===== config.mk =====
export PLATFORM = sky130hd
export DESIGN_NAME = stroke_point_densifier_unit
export DESIGN_NICKNAME = d
export VERILOG_FILES = /design/src/sv/spd_pkg.sv /design/src/sv/stroke_point_densifier_unit.sv /design/src/sv/spd_alu.sv /design/src/sv/spd_interp.sv
export SDC_FILE = /design/constraint.sdc
export NUM_CORES = 2
export LEC_CHECK = 0
export BUFFER_PORTS_ARGS = -buffer_cell sky130_fd_sc_hd__buf_2
export CORE_MARGIN = 2
export CORE_UTILIZATION = 50
export CTS_CLUSTER_SIZE = 14
export DETAILED_ROUTE_END_ITERATION = 7
export HOLD_SLACK_MARGIN = 0.02
export PLACE_DENSITY = 0.69
export SETUP_SLACK_MARGIN = 0.15
export SLEW_MARGIN = 10
export SYNTH_ARGS = -nofsm -noshare
export SYNTH_HDL_FRONTEND = slang
export SYNTH_SLANG_ARGS = --single-unit

===== constraint.sdc =====
create_clock -name clock -period 11.2 [get_ports clock]
set_input_delay 1.12 -clock clock [delete_from_list [all_inputs] [get_ports clock]]
set_output_delay 1.12 -clock clock [all_outputs]
set_load 0.05 [all_outputs]

===== src/sv/spd_pkg.sv =====
// Shared types, constants and codes of the stroke point densifier.
`timescale 1ns / 1ps
package spd_pkg;

   // Coordinate and step count sizing
   localparam int COORD_BITS = 16;
   localparam int MAX_STEPS  = 64;

   // Thickness register
   localparam int              THICK_W     = 12;
   localparam logic [THICK_W-1:0] THICK_RESET = 12'd32;
   localparam logic [THICK_W-1:0] SPAN_MIN    = 12'd16;  // twice the least spacing

   // Derived widths
   localparam int MAG_W   = COORD_BITS;               // |delta| of one axis
   localparam int STEP_W  = $clog2(MAX_STEPS + 1);    // holds 0..MAX_STEPS
   localparam int SRCH_W  = $clog2(MAX_STEPS);        // holds 0..MAX_STEPS-1
   localparam int REM_W   = STEP_W + 1;               // remainders below 2*steps
   localparam int SS_W    = 2 * STEP_W;
   localparam int S2_W    = 2 * THICK_W;
   localparam int Q4_W    = 2 * MAG_W + 3;            // 4*(dx^2+dy^2)
   localparam int MUL_A_W = (MAG_W > SS_W) ? MAG_W : SS_W;
   localparam int MUL_B_W = (MAG_W > S2_W) ? MAG_W : S2_W;
   localparam int ALU_W   = (MUL_A_W + MUL_B_W > Q4_W + 1) ? (MUL_A_W + MUL_B_W) : (Q4_W + 1);
   localparam int CNT_W   = $clog2(MAG_W);

   // Command codes
   localparam logic [1:0] CMD_BEGIN = 2'd0;
   localparam logic [1:0] CMD_ADD   = 2'd1;
   localparam logic [1:0] CMD_HIT   = 2'd2;

   // Shared unit operations
   localparam logic [1:0] ALU_MUL = 2'd0;
   localparam logic [1:0] ALU_ADD = 2'd1;
   localparam logic [1:0] ALU_SUB = 2'd2;

   typedef struct packed {
      logic [1:0]                   cmd;
      logic signed [COORD_BITS-1:0] pos_x;
      logic signed [COORD_BITS-1:0] pos_y;
   } req_data_type;

   typedef struct packed {
      logic signed [COORD_BITS-1:0] pt_x;
      logic signed [COORD_BITS-1:0] pt_y;
      logic                         hit;
      logic signed [COORD_BITS-1:0] box_min_x;
      logic signed [COORD_BITS-1:0] box_min_y;
      logic signed [COORD_BITS-1:0] box_max_x;
      logic signed [COORD_BITS-1:0] box_max_y;
      logic                         last_of_run;
      logic                         steps_clamped;
   } rsp_data_type;

   typedef struct packed {
      logic [1:0]       op;
      logic [ALU_W-1:0] a;
      logic [ALU_W-1:0] b;
   } alu_req_type;

   typedef struct packed {
      logic [ALU_W-1:0] res;
      logic             ge;
   } alu_rsp_type;

   typedef struct packed {
      logic load;
      logic advance;
   } interp_ctl_type;

   typedef struct packed {
      logic signed [COORD_BITS-1:0] base;
      logic                         neg;
      logic [MAG_W-1:0]             qinc;
      logic [REM_W-1:0]             rinc;
      logic [STEP_W-1:0]            steps;
   } interp_load_type;

endpackage


===== src/sv/stroke_point_densifier_unit.sv =====
// Top level of the stroke point densifier: sequencer, state and output register.
`timescale 1ns / 1ps
// One input transfer is taken at a time; req_stall stays high until its last
// result has been loaded into the output register. Begin, hit tests and the
// first add of all load their result from the decode state, and unused
// commands return to idle without one. An add that needs no interpolation
// runs the spacing test and emits its point; an interpolated add runs the
// spacing test, the saturation probe, the step search (6 bits at 64 steps),
// the division of each axis at one quotient bit per cycle, then emits one
// point per cycle while the output does not stall. A run that saturates at
// MAX_STEPS skips the search. The spacing test, probe, search and division
// all run through the one shared multiply/add/compare unit; a stalled output holds the block.
module stroke_point_densifier_unit
   import spd_pkg::*;
(
   input  logic               clock,
   input  logic               reset,
   input  logic               req_valid,
   output logic               req_stall,
   input  req_data_type       req_data,
   output logic               rsp_valid,
   input  logic               rsp_stall,
   output rsp_data_type       rsp_data,
   input  logic               csr_wr_en,
   input  logic [THICK_W-1:0] csr_wr_data
);

   localparam logic [3:0] S_IDLE   = 4'd0;
   localparam logic [3:0] S_DECODE = 4'd1;
   localparam logic [3:0] S_SQ_Y   = 4'd2;
   localparam logic [3:0] S_SUM    = 4'd3;
   localparam logic [3:0] S_SP2    = 4'd4;
   localparam logic [3:0] S_NEAR   = 4'd5;
   localparam logic [3:0] S_PR_SQ  = 4'd6;
   localparam logic [3:0] S_PR_MUL = 4'd7;
   localparam logic [3:0] S_PR_CHK = 4'd8;
   localparam logic [3:0] S_SEARCH = 4'd9;
   localparam logic [3:0] S_DIV    = 4'd10;
   localparam logic [3:0] S_EMIT   = 4'd11;

   // Control and model state (reset)
   logic [3:0]                   state_ff, state_in;
   logic [THICK_W-1:0]           thick_ff, thick_in;
   logic                         has_pt_ff, has_pt_in;
   logic signed [COORD_BITS-1:0] prev_x_ff, prev_x_in, prev_y_ff, prev_y_in;
   logic signed [COORD_BITS-1:0] min_x_ff, min_x_in, min_y_ff, min_y_in;
   logic signed [COORD_BITS-1:0] max_x_ff, max_x_in, max_y_ff, max_y_in;
   logic                         rsp_valid_ff, rsp_valid_in;

   // Working registers (no reset)
   logic [1:0]                   cmd_ff, cmd_in;
   logic signed [COORD_BITS-1:0] lat_x_ff, lat_x_in, lat_y_ff, lat_y_in;
   logic [MAG_W-1:0]             mag_x_ff, mag_x_in, mag_y_ff, mag_y_in;
   logic                         neg_x_ff, neg_x_in, neg_y_ff, neg_y_in;
   logic [ALU_W-1:0]             acc_ff, acc_in, tmp_ff, tmp_in;
   logic [ALU_W-1:0]             d4_ff, d4_in, s2_ff, s2_in;
   logic [STEP_W-1:0]            probe_ff, probe_in;
   logic                         first_ff, first_in;
   logic [SRCH_W-1:0]            lo_ff, lo_in, bit_ff, bit_in;
   logic [STEP_W-1:0]            steps_ff, steps_in;
   logic                         clamp_ff, clamp_in;
   logic [MAG_W-1:0]             div_num_ff, div_num_in, div_quo_ff, div_quo_in;
   logic [STEP_W-1:0]            div_rem_ff, div_rem_in;
   logic [CNT_W-1:0]             div_cnt_ff, div_cnt_in;
   logic                         div_axis_ff, div_axis_in;
   logic [MAG_W-1:0]             qx_ff, qx_in;
   logic [REM_W-1:0]             rx_ff, rx_in;
   logic [STEP_W-1:0]            idx_ff, idx_in;
   rsp_data_type                 rsp_data_ff, rsp_data_in;

   // Combinational helpers
   alu_req_type                  alu_req;
   alu_rsp_type                  alu_rsp;
   interp_ctl_type               ictl;
   interp_load_type              ld_x, ld_y;
   logic signed [COORD_BITS-1:0] ix_coord, iy_coord;
   logic                         out_free, out_load;
   logic signed [COORD_BITS:0]   dx, dy;
   logic [COORD_BITS:0]          ndx, ndy;
   logic [MAG_W-1:0]             mag_x_c, mag_y_c;
   logic [THICK_W-1:0]           span;
   logic signed [COORD_BITS-1:0] cand_x, cand_y;
   logic signed [COORD_BITS-1:0] wmin_x, wmin_y, wmax_x, wmax_y;
   logic [SRCH_W-1:0]            cand_s;
   logic [STEP_W:0]              div_trial;
   logic [STEP_W-1:0]            rem_next;
   logic [MAG_W-1:0]             quo_next;
   logic                         hit_c;

   spd_alu u_alu (
      .req (alu_req),
      .rsp (alu_rsp)
   );

   spd_interp u_interp_x (
      .clock (clock),
      .ctl   (ictl),
      .ld    (ld_x),
      .coord (ix_coord)
   );

   spd_interp u_interp_y (
      .clock (clock),
      .ctl   (ictl),
      .ld    (ld_y),
      .coord (iy_coord)
   );

   // Deltas, magnitudes and span from live registers
   always_comb begin
      dx      = {lat_x_ff[COORD_BITS-1], lat_x_ff} - {prev_x_ff[COORD_BITS-1], prev_x_ff};
      dy      = {lat_y_ff[COORD_BITS-1], lat_y_ff} - {prev_y_ff[COORD_BITS-1], prev_y_ff};
      ndx     = (COORD_BITS+1)'(0) - dx;
      ndy     = (COORD_BITS+1)'(0) - dy;
      mag_x_c = dx[COORD_BITS] ? ndx[MAG_W-1:0] : dx[MAG_W-1:0];
      mag_y_c = dy[COORD_BITS] ? ndy[MAG_W-1:0] : dy[MAG_W-1:0];
      span    = (thick_ff < SPAN_MIN) ? SPAN_MIN : thick_ff;
   end

   // Box widening and hit test
   always_comb begin
      cand_x = (state_ff == S_EMIT) ? ix_coord : lat_x_ff;
      cand_y = (state_ff == S_EMIT) ? iy_coord : lat_y_ff;
      wmin_x = (cand_x < min_x_ff) ? cand_x : min_x_ff;
      wmin_y = (cand_y < min_y_ff) ? cand_y : min_y_ff;
      wmax_x = (cand_x > max_x_ff) ? cand_x : max_x_ff;
      wmax_y = (cand_y > max_y_ff) ? cand_y : max_y_ff;
      hit_c  = (lat_x_ff >= min_x_ff) && (lat_x_ff <= max_x_ff) &&
               (lat_y_ff >= min_y_ff) && (lat_y_ff <= max_y_ff);
   end

   // Division step on the shared unit
   always_comb begin
      div_trial = {div_rem_ff, div_num_ff[MAG_W-1]};
      rem_next  = alu_rsp.ge ? alu_rsp.res[STEP_W-1:0] : div_trial[STEP_W-1:0];
      quo_next  = {div_quo_ff[MAG_W-2:0], alu_rsp.ge};
      cand_s    = lo_ff | bit_ff;
   end

   assign out_free = !rsp_valid_ff || !rsp_stall;

   // Sequencer
   always_comb begin
      state_in    = state_ff;
      thick_in    = csr_wr_en ? csr_wr_data : thick_ff;
      has_pt_in   = has_pt_ff;
      prev_x_in   = prev_x_ff;
      prev_y_in   = prev_y_ff;
      min_x_in    = min_x_ff;
      min_y_in    = min_y_ff;
      max_x_in    = max_x_ff;
      max_y_in    = max_y_ff;
      cmd_in      = cmd_ff;
      lat_x_in    = lat_x_ff;
      lat_y_in    = lat_y_ff;
      mag_x_in    = mag_x_ff;
      mag_y_in    = mag_y_ff;
      neg_x_in    = neg_x_ff;
      neg_y_in    = neg_y_ff;
      acc_in      = acc_ff;
      tmp_in      = tmp_ff;
      d4_in       = d4_ff;
      s2_in       = s2_ff;
      probe_in    = probe_ff;
      first_in    = first_ff;
      lo_in       = lo_ff;
      bit_in      = bit_ff;
      steps_in    = steps_ff;
      clamp_in    = clamp_ff;
      div_num_in  = div_num_ff;
      div_quo_in  = div_quo_ff;
      div_rem_in  = div_rem_ff;
      div_cnt_in  = div_cnt_ff;
      div_axis_in = div_axis_ff;
      qx_in       = qx_ff;
      rx_in       = rx_ff;
      idx_in      = idx_ff;
      rsp_data_in = rsp_data_ff;
      out_load    = 1'b0;
      alu_req     = '{op: ALU_ADD, a: '0, b: '0};
      ictl        = '{load: 1'b0, advance: 1'b0};
      ld_x        = '{base: prev_x_ff, neg: neg_x_ff, qinc: qx_ff, rinc: rx_ff,
                      steps: steps_ff};
      ld_y        = '{base: prev_y_ff, neg: neg_y_ff, qinc: quo_next,
                      rinc: {rem_next, 1'b0}, steps: steps_ff};

      unique case (state_ff)
         S_IDLE: begin
            if (req_valid) begin
               cmd_in   = req_data.cmd;
               lat_x_in = req_data.pos_x;
               lat_y_in = req_data.pos_y;
               state_in = S_DECODE;
            end
         end

         S_DECODE: begin
            unique case (cmd_ff)
               CMD_BEGIN: begin
                  if (out_free) begin
                     out_load    = 1'b1;
                     rsp_data_in = '{pt_x: lat_x_ff, pt_y: lat_y_ff, hit: 1'b0,
                                     box_min_x: lat_x_ff, box_min_y: lat_y_ff,
                                     box_max_x: lat_x_ff, box_max_y: lat_y_ff,
                                     last_of_run: 1'b1, steps_clamped: 1'b0};
                     prev_x_in   = lat_x_ff;
                     prev_y_in   = lat_y_ff;
                     has_pt_in   = 1'b1;
                     min_x_in    = lat_x_ff;
                     max_x_in    = lat_x_ff;
                     min_y_in    = lat_y_ff;
                     max_y_in    = lat_y_ff;
                     state_in    = S_IDLE;
                  end
               end
               CMD_HIT: begin
                  if (out_free) begin
                     out_load    = 1'b1;
                     rsp_data_in = '{pt_x: prev_x_ff, pt_y: prev_y_ff, hit: hit_c,
                                     box_min_x: min_x_ff, box_min_y: min_y_ff,
                                     box_max_x: max_x_ff, box_max_y: max_y_ff,
                                     last_of_run: 1'b1, steps_clamped: 1'b0};
                     state_in    = S_IDLE;
                  end
               end
               CMD_ADD: begin
                  if (!has_pt_ff) begin
                     // First point of all: stored as is, box widened
                     if (out_free) begin
                        out_load    = 1'b1;
                        rsp_data_in = '{pt_x: lat_x_ff, pt_y: lat_y_ff, hit: 1'b0,
                                        box_min_x: wmin_x, box_min_y: wmin_y,
                                        box_max_x: wmax_x, box_max_y: wmax_y,
                                        last_of_run: 1'b1, steps_clamped: 1'b0};
                        prev_x_in   = lat_x_ff;
                        prev_y_in   = lat_y_ff;
                        has_pt_in   = 1'b1;
                        min_x_in    = wmin_x;
                        min_y_in    = wmin_y;
                        max_x_in    = wmax_x;
                        max_y_in    = wmax_y;
                        state_in    = S_IDLE;
                     end
                  end else begin
                     alu_req  = '{op: ALU_MUL, a: ALU_W'(mag_x_c), b: ALU_W'(mag_x_c)};
                     acc_in   = alu_rsp.res;
                     mag_x_in = mag_x_c;
                     mag_y_in = mag_y_c;
                     neg_x_in = dx[COORD_BITS];
                     neg_y_in = dy[COORD_BITS];
                     state_in = S_SQ_Y;
                  end
               end
               default: state_in = S_IDLE;
            endcase
         end

         S_SQ_Y: begin
            alu_req  = '{op: ALU_MUL, a: ALU_W'(mag_y_ff), b: ALU_W'(mag_y_ff)};
            tmp_in   = alu_rsp.res;
            state_in = S_SUM;
         end

         S_SUM: begin
            alu_req  = '{op: ALU_ADD, a: acc_ff, b: tmp_ff};
            d4_in    = alu_rsp.res << 2;
            state_in = S_SP2;
         end

         S_SP2: begin
            alu_req  = '{op: ALU_MUL, a: ALU_W'(span), b: ALU_W'(span)};
            s2_in    = alu_rsp.res;
            state_in = S_NEAR;
         end

         S_NEAR: begin
            // Span squared against four times the squared distance
            alu_req  = '{op: ALU_SUB, a: s2_ff, b: d4_ff};
            clamp_in = 1'b0;
            if (alu_rsp.ge) begin
               // Close enough: a single step emits the sample itself
               steps_in  = STEP_W'(1);
               ictl.load = 1'b1;
               ld_x      = '{base: prev_x_ff, neg: neg_x_ff, qinc: mag_x_ff, rinc: '0,
                             steps: STEP_W'(1)};
               ld_y      = '{base: prev_y_ff, neg: neg_y_ff, qinc: mag_y_ff, rinc: '0,
                             steps: STEP_W'(1)};
               idx_in    = STEP_W'(1);
               state_in  = S_EMIT;
            end else begin
               probe_in = STEP_W'(MAX_STEPS);
               first_in = 1'b1;
               state_in = S_PR_SQ;
            end
         end

         S_PR_SQ: begin
            alu_req  = '{op: ALU_MUL, a: ALU_W'(probe_ff), b: ALU_W'(probe_ff)};
            tmp_in   = alu_rsp.res;
            state_in = S_PR_MUL;
         end

         S_PR_MUL: begin
            alu_req  = '{op: ALU_MUL, a: tmp_ff, b: s2_ff};
            tmp_in   = alu_rsp.res;
            state_in = S_PR_CHK;
         end

         S_PR_CHK: begin
            // ge: probe^2 * span^2 covers four times the squared distance
            alu_req = '{op: ALU_SUB, a: tmp_ff, b: d4_ff};
            if (first_ff) begin
               first_in = 1'b0;
               if (!alu_rsp.ge) begin
                  clamp_in    = 1'b1;
                  steps_in    = STEP_W'(MAX_STEPS);
                  div_num_in  = mag_x_ff;
                  div_rem_in  = '0;
                  div_quo_in  = '0;
                  div_cnt_in  = '0;
                  div_axis_in = 1'b0;
                  state_in    = S_DIV;
               end else begin
                  lo_in    = '0;
                  bit_in   = SRCH_W'(1) << (SRCH_W - 1);
                  state_in = S_SEARCH;
               end
            end else begin
               if (!alu_rsp.ge) begin
                  lo_in = probe_ff[SRCH_W-1:0];
               end
               bit_in   = bit_ff >> 1;
               state_in = S_SEARCH;
            end
         end

         S_SEARCH: begin
            // Largest count that falls short, built one bit at a time
            if (bit_ff == '0) begin
               steps_in    = STEP_W'(lo_ff) + STEP_W'(1);
               div_num_in  = mag_x_ff;
               div_rem_in  = '0;
               div_quo_in  = '0;
               div_cnt_in  = '0;
               div_axis_in = 1'b0;
               state_in    = S_DIV;
            end else if (STEP_W'(cand_s) >= STEP_W'(MAX_STEPS)) begin
               bit_in = bit_ff >> 1;
            end else begin
               probe_in = STEP_W'(cand_s);
               state_in = S_PR_SQ;
            end
         end

         S_DIV: begin
            // Restoring division of |delta| by the step count, one bit a cycle
            alu_req    = '{op: ALU_SUB, a: ALU_W'(div_trial), b: ALU_W'(steps_ff)};
            div_rem_in = rem_next;
            div_quo_in = quo_next;
            div_num_in = div_num_ff << 1;
            div_cnt_in = div_cnt_ff + CNT_W'(1);
            if (div_cnt_ff == CNT_W'(MAG_W - 1)) begin
               if (!div_axis_ff) begin
                  qx_in       = quo_next;
                  rx_in       = {rem_next, 1'b0};
                  div_num_in  = mag_y_ff;
                  div_rem_in  = '0;
                  div_quo_in  = '0;
                  div_cnt_in  = '0;
                  div_axis_in = 1'b1;
               end else begin
                  ictl.load = 1'b1;
                  idx_in    = STEP_W'(1);
                  state_in  = S_EMIT;
               end
            end
         end

         S_EMIT: begin
            if (out_free) begin
               out_load     = 1'b1;
               ictl.advance = 1'b1;
               rsp_data_in  = '{pt_x: ix_coord, pt_y: iy_coord, hit: 1'b0,
                                box_min_x: wmin_x, box_min_y: wmin_y,
                                box_max_x: wmax_x, box_max_y: wmax_y,
                                last_of_run: (idx_ff == steps_ff),
                                steps_clamped: clamp_ff};
               prev_x_in    = ix_coord;
               prev_y_in    = iy_coord;
               min_x_in     = wmin_x;
               min_y_in     = wmin_y;
               max_x_in     = wmax_x;
               max_y_in     = wmax_y;
               idx_in       = idx_ff + STEP_W'(1);
               if (idx_ff == steps_ff) begin
                  state_in = S_IDLE;
               end
            end
         end

         default: state_in = S_IDLE;
      endcase

      rsp_valid_in = out_load || (rsp_valid_ff && rsp_stall);
   end

   // Control and model state
   always_ff @(posedge clock) begin
      if (reset) begin
         state_ff     <= S_IDLE;
         thick_ff     <= THICK_RESET;
         has_pt_ff    <= 1'b0;
         prev_x_ff    <= '0;
         prev_y_ff    <= '0;
         min_x_ff     <= '0;
         min_y_ff     <= '0;
         max_x_ff     <= '0;
         max_y_ff     <= '0;
         rsp_valid_ff <= 1'b0;
      end else begin
         state_ff     <= state_in;
         thick_ff     <= thick_in;
         has_pt_ff    <= has_pt_in;
         prev_x_ff    <= prev_x_in;
         prev_y_ff    <= prev_y_in;
         min_x_ff     <= min_x_in;
         min_y_ff     <= min_y_in;
         max_x_ff     <= max_x_in;
         max_y_ff     <= max_y_in;
         rsp_valid_ff <= rsp_valid_in;
      end
   end

   // Working registers
   always_ff @(posedge clock) begin
      cmd_ff      <= cmd_in;
      lat_x_ff    <= lat_x_in;
      lat_y_ff    <= lat_y_in;
      mag_x_ff    <= mag_x_in;
      mag_y_ff    <= mag_y_in;
      neg_x_ff    <= neg_x_in;
      neg_y_ff    <= neg_y_in;
      acc_ff      <= acc_in;
      tmp_ff      <= tmp_in;
      d4_ff       <= d4_in;
      s2_ff       <= s2_in;
      probe_ff    <= probe_in;
      first_ff    <= first_in;
      lo_ff       <= lo_in;
      bit_ff      <= bit_in;
      steps_ff    <= steps_in;
      clamp_ff    <= clamp_in;
      div_num_ff  <= div_num_in;
      div_quo_ff  <= div_quo_in;
      div_rem_ff  <= div_rem_in;
      div_cnt_ff  <= div_cnt_in;
      div_axis_ff <= div_axis_in;
      qx_ff       <= qx_in;
      rx_ff       <= rx_in;
      idx_ff      <= idx_in;
      rsp_data_ff <= rsp_data_in;
   end

   assign req_stall = (state_ff != S_IDLE);
   assign rsp_valid = rsp_valid_ff;
   assign rsp_data  = rsp_data_ff;

endmodule


===== src/sv/spd_alu.sv =====
// Shared multiply / add / subtract-compare unit of the densifier sequencer.
`timescale 1ns / 1ps
module spd_alu
   import spd_pkg::*;
(
   input  alu_req_type req,
   output alu_rsp_type rsp
);

   logic [MUL_A_W+MUL_B_W-1:0] prod;

   // Narrow multiply on the low operand bits
   assign prod = req.a[MUL_A_W-1:0] * req.b[MUL_B_W-1:0];

   always_comb begin
      rsp.ge = (req.a >= req.b);
      unique case (req.op)
         ALU_MUL: rsp.res = ALU_W'(prod);
         ALU_ADD: rsp.res = req.a + req.b;
         ALU_SUB: rsp.res = req.a - req.b;
         default: rsp.res = '0;
      endcase
   end

endmodule


===== src/sv/spd_interp.sv =====
// One axis of the point interpolator: quotient/remainder accumulator.
`timescale 1ns / 1ps
module spd_interp
   import spd_pkg::*;
(
   input  logic                         clock,
   input  interp_ctl_type               ctl,
   input  interp_load_type              ld,
   output logic signed [COORD_BITS-1:0] coord
);

   // Invariant: 2*i*a + s == q*2s + r, with 0 <= r < 2s
   logic signed [COORD_BITS-1:0] base_ff;
   logic                         neg_ff;
   logic [MAG_W-1:0]             qinc_ff;
   logic [REM_W-1:0]             rinc_ff;
   logic [REM_W-1:0]             two_s_ff;
   logic [MAG_W-1:0]             q_ff;
   logic [REM_W-1:0]             r_ff;

   logic [REM_W:0]               r_sum;
   logic                         carry;
   logic [REM_W-1:0]             r_next;
   logic [MAG_W-1:0]             q_next;
   logic [COORD_BITS-1:0]        offs;

   // Next point of the run
   always_comb begin
      r_sum  = {1'b0, r_ff} + {1'b0, rinc_ff};
      carry  = (r_sum >= {1'b0, two_s_ff});
      r_next = carry ? REM_W'(r_sum - {1'b0, two_s_ff}) : r_sum[REM_W-1:0];
      q_next = q_ff + qinc_ff + MAG_W'(carry);
      offs   = neg_ff ? (COORD_BITS'(0) - COORD_BITS'(q_next)) : COORD_BITS'(q_next);
      coord  = $signed(COORD_BITS'(base_ff) + offs);
   end

   always_ff @(posedge clock) begin
      if (ctl.load) begin
         base_ff  <= ld.base;
         neg_ff   <= ld.neg;
         qinc_ff  <= ld.qinc;
         rinc_ff  <= ld.rinc;
         two_s_ff <= {ld.steps, 1'b0};
         q_ff     <= '0;
         r_ff     <= REM_W'(ld.steps);
      end else if (ctl.advance) begin
         q_ff     <= q_next;
         r_ff     <= r_next;
      end
   end

endmodule


==> flow_summary.toml <==
[worst_setup_path]
cp-end-kind = "flip-flop"
arrival_ns = 11.00
critPathMostFrequentCell = "fa_1"
r2r_slack_ns = 0.63
cp_slowest_cell = "fa_1"
worst_r2r_path_depth = 40
timing.rr.start = "lat_x_ff[0]$_DFFE_PP_"
start_kind = "flip-flop"
regToRegEndpoint = "s2_ff[33]$_DFFE_PP_"
required_ns = 11.63
crit_type = "flip-flop to flip-flop"
crit_fanout = 18
crit_path_max_incr_delay_ns = 0.54

[yosys]
yosysSeqAreaShare_pct = 34.6
netlist_area_um2 = 54200
ys_ff_latch = 674
async_flop_share_pct = 0
synth_cells = 5821
synth_fp_nets = 6639
yosysWarnings = 0
synth-edff-count = 526
dominantRegCellSynth = "edfxtp_1"
avgSynthCellArea_um2 = 9.31
ys_types = 94

[floorplan]
rows = 120
num_io_pins = 152
core_area_um2 = 107000
dieArea_um2 = 111000
die_w_um = 333
initial_core_util_pct = 50.5
dieHeight_um = 333

[timing]
fin_setup_tns_ns = 0
setup_viol = 0
worst_pin_slew_ns = 1.29
finalCritPeriodShare_pct = 94.4
maxSlewViolCount = 0
period_needed_ns = 10.57
final.setup_skew_ns = 0.0498
max_freq_mhz = 94.6
hold_viol = 0
max_slew_margin_pct = 12.9
rsz0062_at_grt = "no"

[cts]
clk_latency_ns = 0.66
path_clk_slew_ns = 0.06
h-tree-depth = 3
cts_max_path_buffers = 3
cts_num_sinks = 674
hold_buffers = 0
root_buffer = "clkbuf_16"
cts_tree = "done"
cts_buffers = 78

[placement]
io_buffers = 151
placed_area_um2 = 56800
gp_congestion = 0.979
dp_hpwl_um = 130000

[final_layout]
layout-drive-gt1-share_pct = 8.63
final_nets = 6718
area.growth.synth_to_final_pct = 9.97
design_area_um2 = 59600
fill_cells = 9594

[drt]
wl_per_cell_um = 23.4
vias_per_cell = 6.23
drt_iter0_drc = 5520
routed_wl_um = 172000
drtPass1Iterations = 8
routed-via-count = 45900
ant_nets = 0
drc = 2

[power_and_ir_drop]
power.switching_mw = 9.17
powerDensity_nw_per_um2 = 306
p_total_mw = 18.2
static-leakage-power_nw = 25.1
vdd_drop_max_uv = 262
sequentialPowerShare_pct = 23.0
swShare_pct = 50.4
pwr-share-clk_pct = 14.6
intPower_mw = 9.04
pwr-share-comb_pct = 62.5

[worst_hold_path]
holdPathEnd = "u_interp_x.neg_ff$_DFFE_PP_"
worstHoldStart = "neg_x_ff$_DFFE_PP_"
hp-class = "flip-flop to flip-flop"
hold_depth = 0

[run_status]
status = "complete, but fails checks"
violations = "DRC"

[grt]
grt_antenna_before_repair = 4
first_global_vias = 44700
track_usage_pct = 30.6
grt_start_max_net_pins = 120
grt_overflow = 0
grt_pass1_wl_um = 265000

[run]
maxCapViolations = 0
placed cells by master (no fill, tap or decap), drive strengths merged, types with 63 or more instances in the layout:
cell / count
nand3: 66
ha: 447
edfxtp: 526
o21ai: 297
a22oi: 77
o22ai: 111
a21o: 112
buf: 285
xnor2: 117
and2: 63
inv: 640
a211oi: 74
dfxtp: 148
nor3: 74
clkbuf: 96
mux2i: 63
xor2: 70
nor2b: 88
a222oi: 66
nor2: 462
a21oi: 356
nand2: 714
fa: 320
sequential cells by signal (all words and copies together) (netlist names), 38 cells and up:
signal and count:
s2_ff 40, acc_ff 40, tmp_ff 40, d4_ff 38
rsp_data 99
worst max-delay path, delay by kind of cell, from the launching register on:
family          cells  cell delay [ns]
fa+ha+maj           9             3.80
xor+xnor            1             0.22
simple gates        5             1.20
compound gates     15             2.94
flops               1             0.44
buf+inv            10             1.74
Yosys cell counts, drive strengths merged, types with 18 or more instances:
cell type	count	area share, %
a211oi	74	1.0
a21o	112	1.6
a21oi	356	3.3
a221oi	50	0.82
a222oi	66	1.2
a22oi	77	1.1
a31oi	60	0.69
and2	63	0.73
and3	33	0.39
buf	33	0.24
clkbuf	253	1.8
dfxtp	148	5.5
edfxtp	526	29
fa	320	12
ha	447	10
inv	641	4.4
mux2i	63	1.2
nand2	714	4.9
nand2b	48	0.55
nand3	66	0.61
nand4	32	0.37
nor2	462	3.2
nor2b	88	1.0
nor3	74	0.69
nor4	18	0.21
o211ai	18	0.25
o21a	60	0.83
o21ai	297	2.8
o21bai	33	0.46
o22ai	111	1.3
o31ai	25	0.35
or3	27	0.32
xnor2	117	1.9
xor2	70	1.1
power by group through the flow:
stage	Combinational (mW)	Clock [mW]	Sequential (mW)
after floorplan	7.18	0	4.51
after global placement	10.9	0	4.20
after detailed placement	11.0	0	4.21
after CTS	11.1	2.68	4.17
after global routing	12.3	2.77	4.23
final	11.4	2.66	4.18
cell families after synthesis:
logic type                 count (synthesis)  share of synthesized area, %
xor gates and xnor gates                 189                          3.11
AOI/OAI and AO/OA                       1486                          18.1
muxes                                     72                          1.35
buffers and inverters                    932                          6.47
DFF                                      674                          34.6
and+or+nand+nor                         1701                          14.2
adders and majority gates                767                          22.2
final cells by class:
type,count,area [um2],area share [%]
multi-input combinational,4215,32200,54.0
sequential,674,18800,31.5
inverter,646,2450,4.11
clock buffer,96,2060,3.46
timing repair buffer,285,1790,3.00
tap,1403,1760,2.95
clock inverter,50,587,0.985
antenna,2,5.00,0.00840
stage by stage:
stage	util, %	hold WS, ns	cells	worst slack, ns
after global routing	55.6	0.424	7369	0.154
after detailed placement	52.9	0.410	7215	0.364
after floorplan	-	0.400	5821	0.255
after global placement	52.9	0.405	7215	0.424
final	55.6	0.406	7371	0.626
after CTS	55.4	0.407	7361	0.243
what timing repair did:
action	4_1_cts	5_1_grt
gates resized for setup	0	24
endpoints found under the hold margin	0	0
setup buffers	0	8
endpoints found under the setup margin	0	81
how the worst max path moves through the flow:
stage                     depth (start not counted)              endpoint                     start  slack (ns)
after floorplan                                  31  acc_ff[33]$_DFFE_PP_  state_ff[2]$_SDFFE_PP0P_        0.25
after global placement                           36  acc_ff[39]$_DFFE_PP_     lat_x_ff[0]$_DFFE_PP_        0.42
after detailed placement                         36  acc_ff[39]$_DFFE_PP_     lat_x_ff[0]$_DFFE_PP_        0.36
after CTS                                        36  acc_ff[39]$_DFFE_PP_     lat_x_ff[0]$_DFFE_PP_        0.24
after global routing                             40   s2_ff[33]$_DFFE_PP_     lat_x_ff[0]$_DFFE_PP_        0.15
final                                            40   s2_ff[33]$_DFFE_PP_     lat_x_ff[0]$_DFFE_PP_        0.63
layer usage:
layer / GRT usage, % / wire (um) / part of all wire (%) / up-vias
li1: - / - / - / 20700
met1: 41.7 / 69700 / 40 / 22300
met2: 47.2 / 76300 / 44 / 2451
met3: 6.08 / 17600 / 10 / 447
met4: 14.1 / 8850 / 5.1 / 2
met5: 0 / 53 / 0.031 / -
No activity file was read; power rests on OpenSTA's default activity.
